`src/rtl/dtc_pkg.sv`:
```
// Shared types, constants and tables for the date/time check and BCD encode unit.
// Used by dtc_lane, dtc_merge and date_time_check_bcd_encode_unit.
package dtc_pkg;

    localparam int NUM_FIELDS = 7;

    localparam logic [2:0] POS_SEC   = 3'd0;
    localparam logic [2:0] POS_MIN   = 3'd1;
    localparam logic [2:0] POS_HOUR  = 3'd2;
    localparam logic [2:0] POS_DAY   = 3'd3;
    localparam logic [2:0] POS_MONTH = 3'd4;
    localparam logic [2:0] POS_YEAR  = 3'd5;
    localparam logic [2:0] POS_WDAY  = 3'd6;

    localparam logic [11:0] SKIP_CODE = 12'd255;
    localparam logic [11:0] YEAR_BASE = 12'd2000;
    localparam logic [2:0]  DATE_MIN_COUNT = 3'd3;

    // Reciprocal of 100 scaled by 2^19, good for any 12-bit year
    localparam logic [12:0] RECIP_100 = 13'd5243;
    localparam int          RECIP_SHIFT = 19;

    // Reciprocal of 10 scaled by 2^10, good for values below 100
    localparam logic [6:0]  RECIP_10 = 7'd103;

    typedef struct packed {
        logic        used;
        logic        skip;
        logic        range_ok;
        logic [11:0] value;
        logic [7:0]  bcd;
    } t_lane_res;

    typedef struct packed {
        logic [7:0] weekday_bcd;
        logic [7:0] year_bcd;
        logic [7:0] month_bcd;
        logic [7:0] day_bcd;
        logic [7:0] hours_bcd;
        logic [7:0] minutes_bcd;
        logic [7:0] seconds_bcd;
        logic [6:0] write_mask;
        logic       setting_ok;
    } t_result;

    function automatic logic [11:0] field_lo(input logic [2:0] idx);
        case (idx)
            POS_SEC:   field_lo = 12'd0;
            POS_MIN:   field_lo = 12'd0;
            POS_HOUR:  field_lo = 12'd0;
            POS_DAY:   field_lo = 12'd1;
            POS_MONTH: field_lo = 12'd1;
            POS_YEAR:  field_lo = 12'd2000;
            POS_WDAY:  field_lo = 12'd1;
            default:   field_lo = 12'd0;
        endcase
    endfunction

    function automatic logic [11:0] field_hi(input logic [2:0] idx);
        case (idx)
            POS_SEC:   field_hi = 12'd59;
            POS_MIN:   field_hi = 12'd59;
            POS_HOUR:  field_hi = 12'd23;
            POS_DAY:   field_hi = 12'd31;
            POS_MONTH: field_hi = 12'd12;
            POS_YEAR:  field_hi = 12'd2099;
            POS_WDAY:  field_hi = 12'd6;
            default:   field_hi = 12'd0;
        endcase
    endfunction

    // Days in a month for a common year; zero for month codes out of range
    function automatic logic [4:0] month_days(input logic [3:0] m);
        case (m)
            4'd1:    month_days = 5'd31;
            4'd2:    month_days = 5'd28;
            4'd3:    month_days = 5'd31;
            4'd4:    month_days = 5'd30;
            4'd5:    month_days = 5'd31;
            4'd6:    month_days = 5'd30;
            4'd7:    month_days = 5'd31;
            4'd8:    month_days = 5'd31;
            4'd9:    month_days = 5'd30;
            4'd10:   month_days = 5'd31;
            4'd11:   month_days = 5'd30;
            4'd12:   month_days = 5'd31;
            default: month_days = 5'd0;
        endcase
    endfunction

endpackage

```
`src/rtl/dtc_lane.sv`:
```
// One field lane: masks the field by the count, range checks it and encodes it as BCD.
// Depends on dtc_pkg for limits and the lane result type.
module dtc_lane #(
    parameter int LANE = 0
) (
    input  logic [2:0]            i_count,
    input  logic [11:0]           i_raw,
    output dtc_pkg::t_lane_res    o_res
);
    import dtc_pkg::*;

    localparam logic [2:0] LANE_IDX = 3'(LANE);

    logic        w_used;
    logic [11:0] w_value;
    logic        w_skip;
    logic [11:0] w_rel;
    logic [6:0]  w_bin;
    logic [13:0] w_prod;
    logic [3:0]  w_tens;
    logic [6:0]  w_tens_x10;
    logic [6:0]  w_units;

    assign w_used  = i_count > LANE_IDX;
    assign w_value = w_used ? i_raw : 12'd0;
    assign w_skip  = w_value == SKIP_CODE;

    // Year lane encodes the offset from the base year
    assign w_rel  = (LANE_IDX == POS_YEAR) ? (w_value - YEAR_BASE) : w_value;
    assign w_bin  = w_rel[6:0];
    assign w_prod = {7'd0, w_bin} * {7'd0, RECIP_10};
    assign w_tens = w_prod[13:10];
    assign w_tens_x10 = {w_tens[3:0], 3'b000} + {2'b00, w_tens[3:0], 1'b0};
    assign w_units    = w_bin - w_tens_x10;

    always_comb begin
        o_res.used     = w_used;
        o_res.skip     = w_skip;
        o_res.range_ok = !w_used || w_skip ||
                         ((w_value >= field_lo(LANE_IDX)) && (w_value <= field_hi(LANE_IDX)));
        o_res.value    = w_value;
        o_res.bcd      = {w_tens, w_units[3:0]};
    end

endmodule

```
`src/rtl/dtc_merge.sv`:
```
// Merging stage: combines lane range results, applies the date consistency rule
// and builds the gated result. Depends on dtc_pkg.
module dtc_merge (
    input  logic [2:0]                          i_count,
    input  dtc_pkg::t_lane_res [6:0]            i_lanes,
    output dtc_pkg::t_result                    o_result
);
    import dtc_pkg::*;

    logic        w_range_all;
    logic        w_sd;
    logic        w_sm;
    logic        w_sy;
    logic [11:0] w_year;
    logic [11:0] w_month;
    logic [11:0] w_day;
    logic [24:0] w_yprod;
    logic [5:0]  w_q100;
    logic [11:0] w_q_x100;
    logic        w_div100;
    logic        w_leap;
    logic [4:0]  w_last;
    logic        w_month_ok;
    logic        w_fits;
    logic        w_date_ok;
    logic        w_ok;
    logic [6:0]  w_mask;

    always_comb begin
        w_range_all = 1'b1;
        for (int k = 0; k < NUM_FIELDS; k++) begin
            w_range_all = w_range_all & i_lanes[k].range_ok;
        end
    end

    assign w_sd    = i_lanes[POS_DAY].skip;
    assign w_sm    = i_lanes[POS_MONTH].skip;
    assign w_sy    = i_lanes[POS_YEAR].skip;
    assign w_year  = i_lanes[POS_YEAR].value;
    assign w_month = i_lanes[POS_MONTH].value;
    assign w_day   = i_lanes[POS_DAY].value;

    // Gregorian leap rule: divisible by 4, and not by 100 unless by 400
    assign w_yprod  = {13'd0, w_year} * {12'd0, RECIP_100};
    assign w_q100   = w_yprod[RECIP_SHIFT +: 6];
    assign w_q_x100 = {w_q100, 6'd0} + {1'b0, w_q100, 5'd0} + {4'd0, w_q100, 2'd0};
    assign w_div100 = w_year == w_q_x100;
    assign w_leap   = (w_year[1:0] == 2'b00) && (!w_div100 || (w_q100[1:0] == 2'b00));

    assign w_month_ok = (w_month >= 12'd1) && (w_month <= 12'd12);
    always_comb begin
        w_last = month_days(w_month[3:0]);
        if (w_month == 12'd2 && w_leap) begin
            w_last = 5'd29;
        end
    end
    assign w_fits = w_month_ok && (w_day >= 12'd1) && (w_day <= {7'd0, w_last});

    always_comb begin
        w_date_ok = 1'b1;
        if (i_count > DATE_MIN_COUNT && !(w_sd && w_sm && w_sy)) begin
            w_date_ok = !(w_sd || w_sm || w_sy) && w_fits;
        end
    end

    assign w_ok = w_range_all && w_date_ok;

    always_comb begin
        for (int k = 0; k < NUM_FIELDS; k++) begin
            w_mask[k] = w_ok && i_lanes[k].used && !i_lanes[k].skip;
        end
    end

    always_comb begin
        o_result.setting_ok  = w_ok;
        o_result.write_mask  = w_mask;
        o_result.seconds_bcd = w_mask[POS_SEC]   ? i_lanes[POS_SEC].bcd   : 8'd0;
        o_result.minutes_bcd = w_mask[POS_MIN]   ? i_lanes[POS_MIN].bcd   : 8'd0;
        o_result.hours_bcd   = w_mask[POS_HOUR]  ? i_lanes[POS_HOUR].bcd  : 8'd0;
        o_result.day_bcd     = w_mask[POS_DAY]   ? i_lanes[POS_DAY].bcd   : 8'd0;
        o_result.month_bcd   = w_mask[POS_MONTH] ? i_lanes[POS_MONTH].bcd : 8'd0;
        o_result.year_bcd    = w_mask[POS_YEAR]  ? i_lanes[POS_YEAR].bcd  : 8'd0;
        o_result.weekday_bcd = w_mask[POS_WDAY]  ? i_lanes[POS_WDAY].bcd  : 8'd0;
    end

endmodule

```
`src/rtl/date_time_check_bcd_encode_unit.sv`:
```
// Date/time setting check and BCD encode unit, top level.
// Instantiates seven dtc_lane copies and dtc_merge; depends on dtc_pkg.
//
// Accepts one time setting per clock and returns one result per setting, in order.
// Seven field lanes range check and BCD encode their fields side by side, and a
// merging stage applies the day/month/year rule and builds the write mask. The
// lanes and the merge are combinational between the input port and a single
// output register, so a setting's result is presented in the cycle after its
// transfer and a new setting is taken every cycle; the output register holds
// its result under backpressure and the input stalls only while that register
// is full and not being drained.
module date_time_check_bcd_encode_unit (
    input  logic        i_clk,
    input  logic        i_rst_n,
    input  logic        i_s_axis_tvalid,
    output logic        o_s_axis_tready,
    // [2:0] field_count, [10:3] seconds_in, [18:11] minutes_in, [26:19] hours_in,
    // [34:27] day_in, [42:35] month_in, [54:43] year_in, [62:55] weekday_in, [63] zero
    input  logic [63:0] i_s_axis_tdata,
    output logic        o_m_axis_tvalid,
    input  logic        i_m_axis_tready,
    // [0] setting_ok, [7:1] write_mask, [15:8] seconds_bcd, [23:16] minutes_bcd,
    // [31:24] hours_bcd, [39:32] day_bcd, [47:40] month_bcd, [55:48] year_bcd,
    // [63:56] weekday_bcd
    output logic [63:0] o_m_axis_tdata
);
    import dtc_pkg::*;

    logic [2:0]         w_count;
    logic [11:0]        w_raw [NUM_FIELDS];
    t_lane_res [6:0]    w_lanes;
    t_result            w_result;
    logic               w_in_xfer;

    logic               r_valid;
    logic               n_valid;
    t_result            r_result;

    assign w_count  = i_s_axis_tdata[2:0];
    assign w_raw[0] = {4'd0, i_s_axis_tdata[10:3]};
    assign w_raw[1] = {4'd0, i_s_axis_tdata[18:11]};
    assign w_raw[2] = {4'd0, i_s_axis_tdata[26:19]};
    assign w_raw[3] = {4'd0, i_s_axis_tdata[34:27]};
    assign w_raw[4] = {4'd0, i_s_axis_tdata[42:35]};
    assign w_raw[5] = i_s_axis_tdata[54:43];
    assign w_raw[6] = {4'd0, i_s_axis_tdata[62:55]};

    for (genvar g = 0; g < NUM_FIELDS; g++) begin : g_lane
        dtc_lane #(
            .LANE (g)
        ) u_lane (
            .i_count (w_count),
            .i_raw   (w_raw[g]),
            .o_res   (w_lanes[g])
        );
    end

    dtc_merge u_merge (
        .i_count  (w_count),
        .i_lanes  (w_lanes),
        .o_result (w_result)
    );

    // Take a new transfer whenever the output register is empty or draining
    assign o_s_axis_tready = !r_valid || i_m_axis_tready;
    assign w_in_xfer       = i_s_axis_tvalid && o_s_axis_tready;

    always_comb begin
        n_valid = r_valid;
        if (w_in_xfer) begin
            n_valid = 1'b1;
        end else if (i_m_axis_tready) begin
            n_valid = 1'b0;
        end
    end

    always_ff @(posedge i_clk) begin
        if (!i_rst_n) begin
            r_valid <= 1'b0;
        end else begin
            r_valid <= n_valid;
        end
    end

    always_ff @(posedge i_clk) begin
        if (w_in_xfer) begin
            r_result <= w_result;
        end
    end

    assign o_m_axis_tvalid = r_valid;
    assign o_m_axis_tdata  = r_result;

`ifndef NO_ASSERTIONS
    a_accept_fills: assert property (@(posedge i_clk) disable iff (!i_rst_n)
        w_in_xfer |=> o_m_axis_tvalid)
        else $error("accepted setting produced no result");

    a_reject_clear: assert property (@(posedge i_clk) disable iff (!i_rst_n)
        (o_m_axis_tvalid && !o_m_axis_tdata[0]) |-> (o_m_axis_tdata[63:1] == 63'd0))
        else $error("rejected setting carries nonzero fields");

    a_mask_needs_ok: assert property (@(posedge i_clk) disable iff (!i_rst_n)
        (o_m_axis_tvalid && (o_m_axis_tdata[7:1] != 7'd0)) |-> o_m_axis_tdata[0])
        else $error("write mask set on rejected setting");

    a_year_digits: assert property (@(posedge i_clk) disable iff (!i_rst_n)
        o_m_axis_tvalid |-> ((o_m_axis_tdata[55:52] <= 4'd9) && (o_m_axis_tdata[51:48] <= 4'd9)))
        else $error("year BCD digit out of range");

    a_sec_digits: assert property (@(posedge i_clk) disable iff (!i_rst_n)
        o_m_axis_tvalid |-> ((o_m_axis_tdata[15:12] <= 4'd5) && (o_m_axis_tdata[11:8] <= 4'd9)))
        else $error("seconds BCD digit out of range");
`endif

endmodule

```
`config.mk`:
```
export PLATFORM = sky130hd
export DESIGN_NAME = date_time_check_bcd_encode_unit
export DESIGN_NICKNAME = d
export VERILOG_FILES = /design/src/rtl/dtc_pkg.sv /design/src/rtl/dtc_lane.sv /design/src/rtl/dtc_merge.sv /design/src/rtl/date_time_check_bcd_encode_unit.sv
export SDC_FILE = /design/constraint.sdc
export NUM_CORES = 1
export LEC_CHECK = 0
export BUFFER_PORTS_ARGS = -buffer_cell sky130_fd_sc_hd__buf_2
export CAP_MARGIN = 10
export CORE_MARGIN = 10
export CORE_UTILIZATION = 63
export CTS_CLUSTER_SIZE = 24
export DETAILED_ROUTE_END_ITERATION = 8
export MAX_ROUTING_LAYER = met4
export PLACE_DENSITY = 0.91
export RECOVER_POWER = 100
export SLEW_MARGIN = 10
export SYNTH_ARGS = -nofsm -noshare
export SYNTH_HDL_FRONTEND = slang
export SYNTH_HIERARCHICAL = 1
export SYNTH_SLANG_ARGS = --single-unit
```
`constraint.sdc`:
```
create_clock -name i_clk -period 14 [get_ports i_clk]
set_input_delay 1.4 -clock i_clk [delete_from_list [all_inputs] [get_ports i_clk]]
set_output_delay 1.4 -clock i_clk [all_outputs]
set_load 0.05 [all_outputs]
```
==> impl_metrics.py, run 1 <==
metrics = {
    "status": {
        "status": "finished with violations",
        "violations": "capacitance limit, slew limit",
    },
    "place": {
        "portBuffers": 132,
        "hpwlAfterDp_um": 27800,
        "place_congestion": 0.958,
    },
    "layout": {
        "n_antenna_cell": 0,
        "layout_common_cells": "ha_1 (375), inv_1 (248), fa_1 (98)",
        "layout.nets": 2147,
        "layout_commonest_cell": "ha_1",
        "drive_gt1_share_pct": 9.25,
        "final_util_pct": 68.4,
        "syn_to_final_growth_pct": 7.63,
        "fill_cells": 1671,
    },
    "global_routing": {
        "grt_pass1_wl_um": 55000,
        "first_global_vias": 11600,
        "grt_max_degree": 65,
        "grtUsageTotal_pct": 23.7,
        "grt_overflow_total": 0,
        "antenna_found_initial": 0,
    },
    "route": {
        "met3_length_um": 2150,
        "wl_per_cell_um": 17.2,
        "remaining_drc_errors": 0,
        "wl_met2_um": 16300,
        "first_pass_iters": 5,
        "routed.top_layer": "met4",
        "wl_um": 32700,
        "num_vias": 10900,
        "m1WireLength_um": 13400,
        "via_per_inst": 5.73,
        "drt_iter0_markers": 674,
        "antenna_left": 0,
    },
    "timing": {
        "slew_headroom_pct": -173,
        "rsz0062_at_grt": "no",
        "final-setup-viol-count": 0,
        "slew_violations": 107,
        "fmax_ghz": 0.0800,
        "period_needed_ps": 12500,
        "setup_tns_ps": 0,
        "worst_pin_slew_ps": 4100,
        "finalHoldViolCount": 0,
        "fin_skew_ps": 8.26,
        "period_share_pct": 89.3,
    },
    "clocking": {
        "cts_tree": "yes",
        "clock_sinks": 65,
        "cts_root_buffer": "clkbuf_16",
        "cts_resized": 0,
        "clk_latency_ps": 330,
        "cts_hold_buf": 0,
        "cts_max_level": 3,
        "cts_max_path_buffers": 2,
        "cts-buffers-inserted": 9,
        "post-cts-setup-buffer-count": 0,
        "cts.clk_slew.worst_paths_ps": 60,
    },
    "setup_path": {
        "rrSetupSlack_ps": 10100,
        "worst_path_max_delay_cell": "clkbuf_1",
        "worstPathMaxFanout": 41,
        "worstReg2RegStart": "o_m_axis_tvalid",
        "arrival_ps": 12580,
        "required_ps": 14080,
        "start_kind": "input pin",
        "crit_type": "input pin to flip-flop",
        "reg2reg_to": "o_m_axis_tdata[34]",
        "cp_common_cell": "fa_1",
        "critPathCaptureType": "flip-flop",
        "crit_path_max_incr_delay_ps": 1260,
        "ff2ff_path_depth": 2,
    },
    "floorplanning": {
        "start_util_pct": 63.5,
        "fp.dieW_um": 171,
        "io_pins": 134,
        "die_area_um2": 29100,
        "core-area_um2": 22500,
        "die_h_um": 171,
        "row_count": 55,
    },
    "synth": {
        "syn_inst": 1465,
        "syn-cell-area_um2": 14300,
        "syn_area_per_cell_um2": 9.76,
        "ys_warn_count": 6,
    },
    "worst_hold_path": {
        "hold_depth": 2,
        "min_path_type": "flip-flop to flip-flop",
        "min_to": "o_m_axis_tvalid",
        "holdCritStartpoint": "o_m_axis_tvalid",
    },
    "job": {
        "maxCapViolations": 2,
    },
    "pwr": {
        "power.leakage_uw": 0.00839,
        "max-vdd-ir-drop_uv": 47.6,
        "power.density_nw_per_um2": 75.7,
    },
}
[per-stage QoR]
stage | hold slack [ps] | cells | total power [µW] | instance area (µm²) | worst slack, ps
2_1_floorplan | 863 | 1496 | 790 | 14400 | 3700
4_1_cts | 511 | 1896 | 1170 | 15500 | 2480
5_1_grt | 590 | 1896 | 1280 | 15400 | 963
3_3_place_gp | 486 | 1880 | 912 | 15200 | 2320
6_report | 554 | 1896 | 1160 | 15400 | 1500
3_5_place_dp | 501 | 1880 | 951 | 15200 | 2130
[layer usage]
metal  up-vias  GRT usage [%]
met3        73           3.71
li1       5263              -
met5         -              -
met1      5178           27.2
met4         0           7.89
met2       356           41.4
[area by class of cell]
class	count	area (µm²)	share of cell area (%)
Clock buffer	9	225	1.46
Clock inverter	7	46.3	0.301
Inverter	257	972	6.32
Multi-Input combinational cell	1141	11300	73.2
Sequential cell	65	1940	12.6
Tap cell	285	357	2.32
Timing Repair Buffer	132	577	3.75
[state kept, by name (all words and copies together) (netlist names)]
register / flops
o_m_axis_tdata: 64
o_m_axis_tvalid: 1
[power breakdown]
part / internal [µW] / switching (µW) / total [µW]
Clock: 119 / 87.1 / 206
Combinational: 306 / 424 / 730
Sequential: 225 / 3.25 / 228
Total: 650 / 514 / 1160
[worst max-delay path by stage]
| stage | startpoint | end | slack (ps) | cells past startpoint |
|---|---|---|---|---|
| floorplan | i_s_axis_tdata[1] | o_m_axis_tdata[10] | 3700 | 36 |
| global placement | i_s_axis_tdata[2] | o_m_axis_tdata[35] | 2320 | 36 |
| detailed placement | i_s_axis_tdata[2] | o_m_axis_tdata[47] | 2130 | 36 |
| CTS | i_s_axis_tdata[2] | o_m_axis_tdata[47] | 2480 | 36 |
| global route | i_s_axis_tdata[2] | o_m_axis_tdata[19] | 960 | 36 |
| finish | i_s_axis_tdata[2] | o_m_axis_tdata[19] | 1500 | 36 |
[worst max-delay path, delay by kind of cell]
kind,cells,cell delay (ps)
buf+inv,7,1760
xor+xnor,3,550
simple gates,7,2090
fa+ha+maj,9,4100
compound gates,10,2640
(Power assumes the default switching activity.)
==> run 2: changes to the inputs <==
Settings changed: CORE_UTILIZATION 63 to 32, PLACE_DENSITY 0.91 to 0.55.
==> run 2 against run 1 <==
- worst setup slack improved by 190 ps
- the flow still finishes with violations (capacitance limit, slew limit)
- global-route usage decreased by 11 points
- hold slack better by 0.97 ps
- total power decreased by 0.63%
- first-iteration DRC count decreased by 27%
- cell area rose by 2.0%
- register-to-register slack worse by 280 ps
- combinational power shrank 2%
- flip-flop and latch count is the same
- utilization down 33 points
- die area rose by 84%
- routed wire length up 2.8%
- largest power group unchanged
==> impl_metrics.py, run 2 (synthesis results as in run 1) <==
metrics = {
    "timing": {
        "fmax_ghz": 0.0812,
        "finalHoldViolCount": 0,
        "setup_tns_ps": 0,
        "slew_headroom_pct": -201,
        "final-setup-viol-count": 0,
        "rsz0062_at_grt": "no",
        "fin_skew_ps": 10.7,
        "slew_violations": 75,
        "worst_pin_slew_ps": 4510,
        "period_needed_ps": 12310,
        "period_share_pct": 87.9,
    },
    "pwr": {
        "max-vdd-ir-drop_uv": 75.6,
        "power.leakage_uw": 0.00835,
        "p_clk_share_pct": 18.6,
        "p_total_uw": 1160,
        "combPwrFrac_pct": 61.7,
        "intPower_uw": 645,
        "p_sw_share_pct": 44.3,
        "p_switching_uw": 512,
        "p_seq_share_pct": 19.7,
        "power.density_nw_per_um2": 73.7,
    },
    "route": {
        "remaining_drc_errors": 0,
        "antenna_left": 0,
        "first_pass_iters": 4,
        "num_vias": 10400,
        "wl_um": 33600,
        "drt_iter0_markers": 494,
        "via_per_inst": 4.71,
        "wl_per_cell_um": 15.3,
    },
    "setup_path": {
        "crit_path_max_incr_delay_ps": 1350,
        "cpLargestDelayFamily": "adder cells",
        "worstPathMaxFanout": 20,
        "worst_path_max_delay_cell": "nor4b_1",
        "arrival_ps": 12240,
        "required_ps": 13930,
        "cp_common_cell": "fa_1",
        "start_kind": "input pin",
        "critPathCaptureType": "flip-flop",
        "critPathLaunch": "i_s_axis_tdata[1]",
        "crit_buf_inv": 5,
        "worstReg2RegStart": "o_m_axis_tvalid",
        "crit_type": "input pin to flip-flop",
    },
    "clocking": {
        "cts_hold_buf": 0,
        "post-cts-setup-buffer-count": 0,
        "cts_tree": "yes",
        "clock_sinks": 65,
        "clk_latency_ps": 360,
        "cts-buffers-inserted": 9,
        "cts_resized": 0,
        "cts.clk_slew.worst_paths_ps": 60,
        "cts_max_level": 3,
        "cts_root_buffer": "clkbuf_16",
        "cts_max_path_buffers": 2,
    },
    "status": {
        "status": "finished with violations",
        "violations": "capacitance limit, slew limit",
    },
    "worst_hold_path": {
        "min_path_type": "flip-flop to flip-flop",
        "holdCritStartpoint": "o_m_axis_tvalid",
    },
    "floorplanning": {
        "io_pins": 134,
        "start_util_pct": 32.3,
        "fp.dieW_um": 231,
        "die_h_um": 231,
        "core-area_um2": 44200,
        "row_count": 77,
        "die_area_um2": 53500,
    },
    "layout": {
        "n_antenna_cell": 0,
        "layout.nets": 2148,
        "layout_common_cells": "ha_1 (375), inv_1 (248), fa_1 (98)",
        "largest_register_ffs": 64,
        "syn_to_final_growth_pct": 9.79,
        "drive_gt1_share_pct": 8.87,
        "largest_register": "o_m_axis_tdata",
        "layout_commonest_cell": "ha_1",
    },
    "global_routing": {
        "first_global_vias": 10700,
        "grt_pass1_wl_um": 55000,
        "grt_max_degree": 65,
        "antenna_found_initial": 0,
        "grt_overflow_total": 0,
        "grtUsageTotal_pct": 13.0,
    },
    "place": {
        "portBuffers": 132,
        "place_congestion": 0.898,
        "hpwlAfterDp_um": 29300,
    },
    "job": {
        "maxCapViolations": 2,
    },
}
run 2: cell types whose count changed in the layout (fill, tap and decap cells not counted), sizes merged:
| cell | change |
|---|---|
| buf | +1 |
| clkinv | -2 |
| inv | -1 |
| clkinvlp | +2 |
| clkbuf | +1 |
run 2: worst reg2reg max path: cells and delay by family, from the launching register on:
kind / cells / cell delay [ps]
simple gates: 2 / 3340
flops: 1 / 310
run 2: area by class of cell:
type                    count  area [µm²]
fillers                  4539       28500
multi-input cells        1141       11200
well taps                 592         741
clock inverters             6        35.0
repair buffers            133         584
clock buffers              10         229
flip-flops and latches     65        1940
inverters                 257         972
run 2: stage by stage:
stage	cells	util (%)	instance area, µm²	setup slack (ps)	hold slack (ps)
6_report	2204	35.5	15700	1690	555
2_1_floorplan	1496	-	14400	3700	863
3_3_place_gp	2188	35.3	15600	2140	503
5_1_grt	2204	35.5	15700	975	601
4_1_cts	2204	35.9	15900	2390	512
3_5_place_dp	2188	35.3	15600	2000	506
run 2: layer usage:
layer | up-vias | routed length, µm | share of wire (%) | track usage (%)
met5 | - | 0 | 0 | -
met4 | 0 | 569 | 1.7 | 3.31
met2 | 185 | 15100 | 45 | 20.8
met1 | 4890 | 16100 | 48 | 16.5
met3 | 35 | 1910 | 5.7 | 2.58
li1 | 5274 | - | - | -
run 2: power groups by stage:
stage / combinational, µW / clock (µW) / sequential [µW]
after global placement: 707 / 0 / 231
after global routing: 818 / 230 / 230
final: 713 / 215 / 228
after floorplan: 527 / 0 / 264
after detailed placement: 719 / 0 / 231
after CTS: 725 / 224 / 227
run 2: final timing paths:
kind	slack [ps]	cells after the start	end
hold / removal	560	2	o_m_axis_tvalid
hold reg to reg	560	2	o_m_axis_tvalid
setup reg to reg	9820	2	o_m_axis_tdata[47]
setup / recovery	1690	33	o_m_axis_tdata[4]
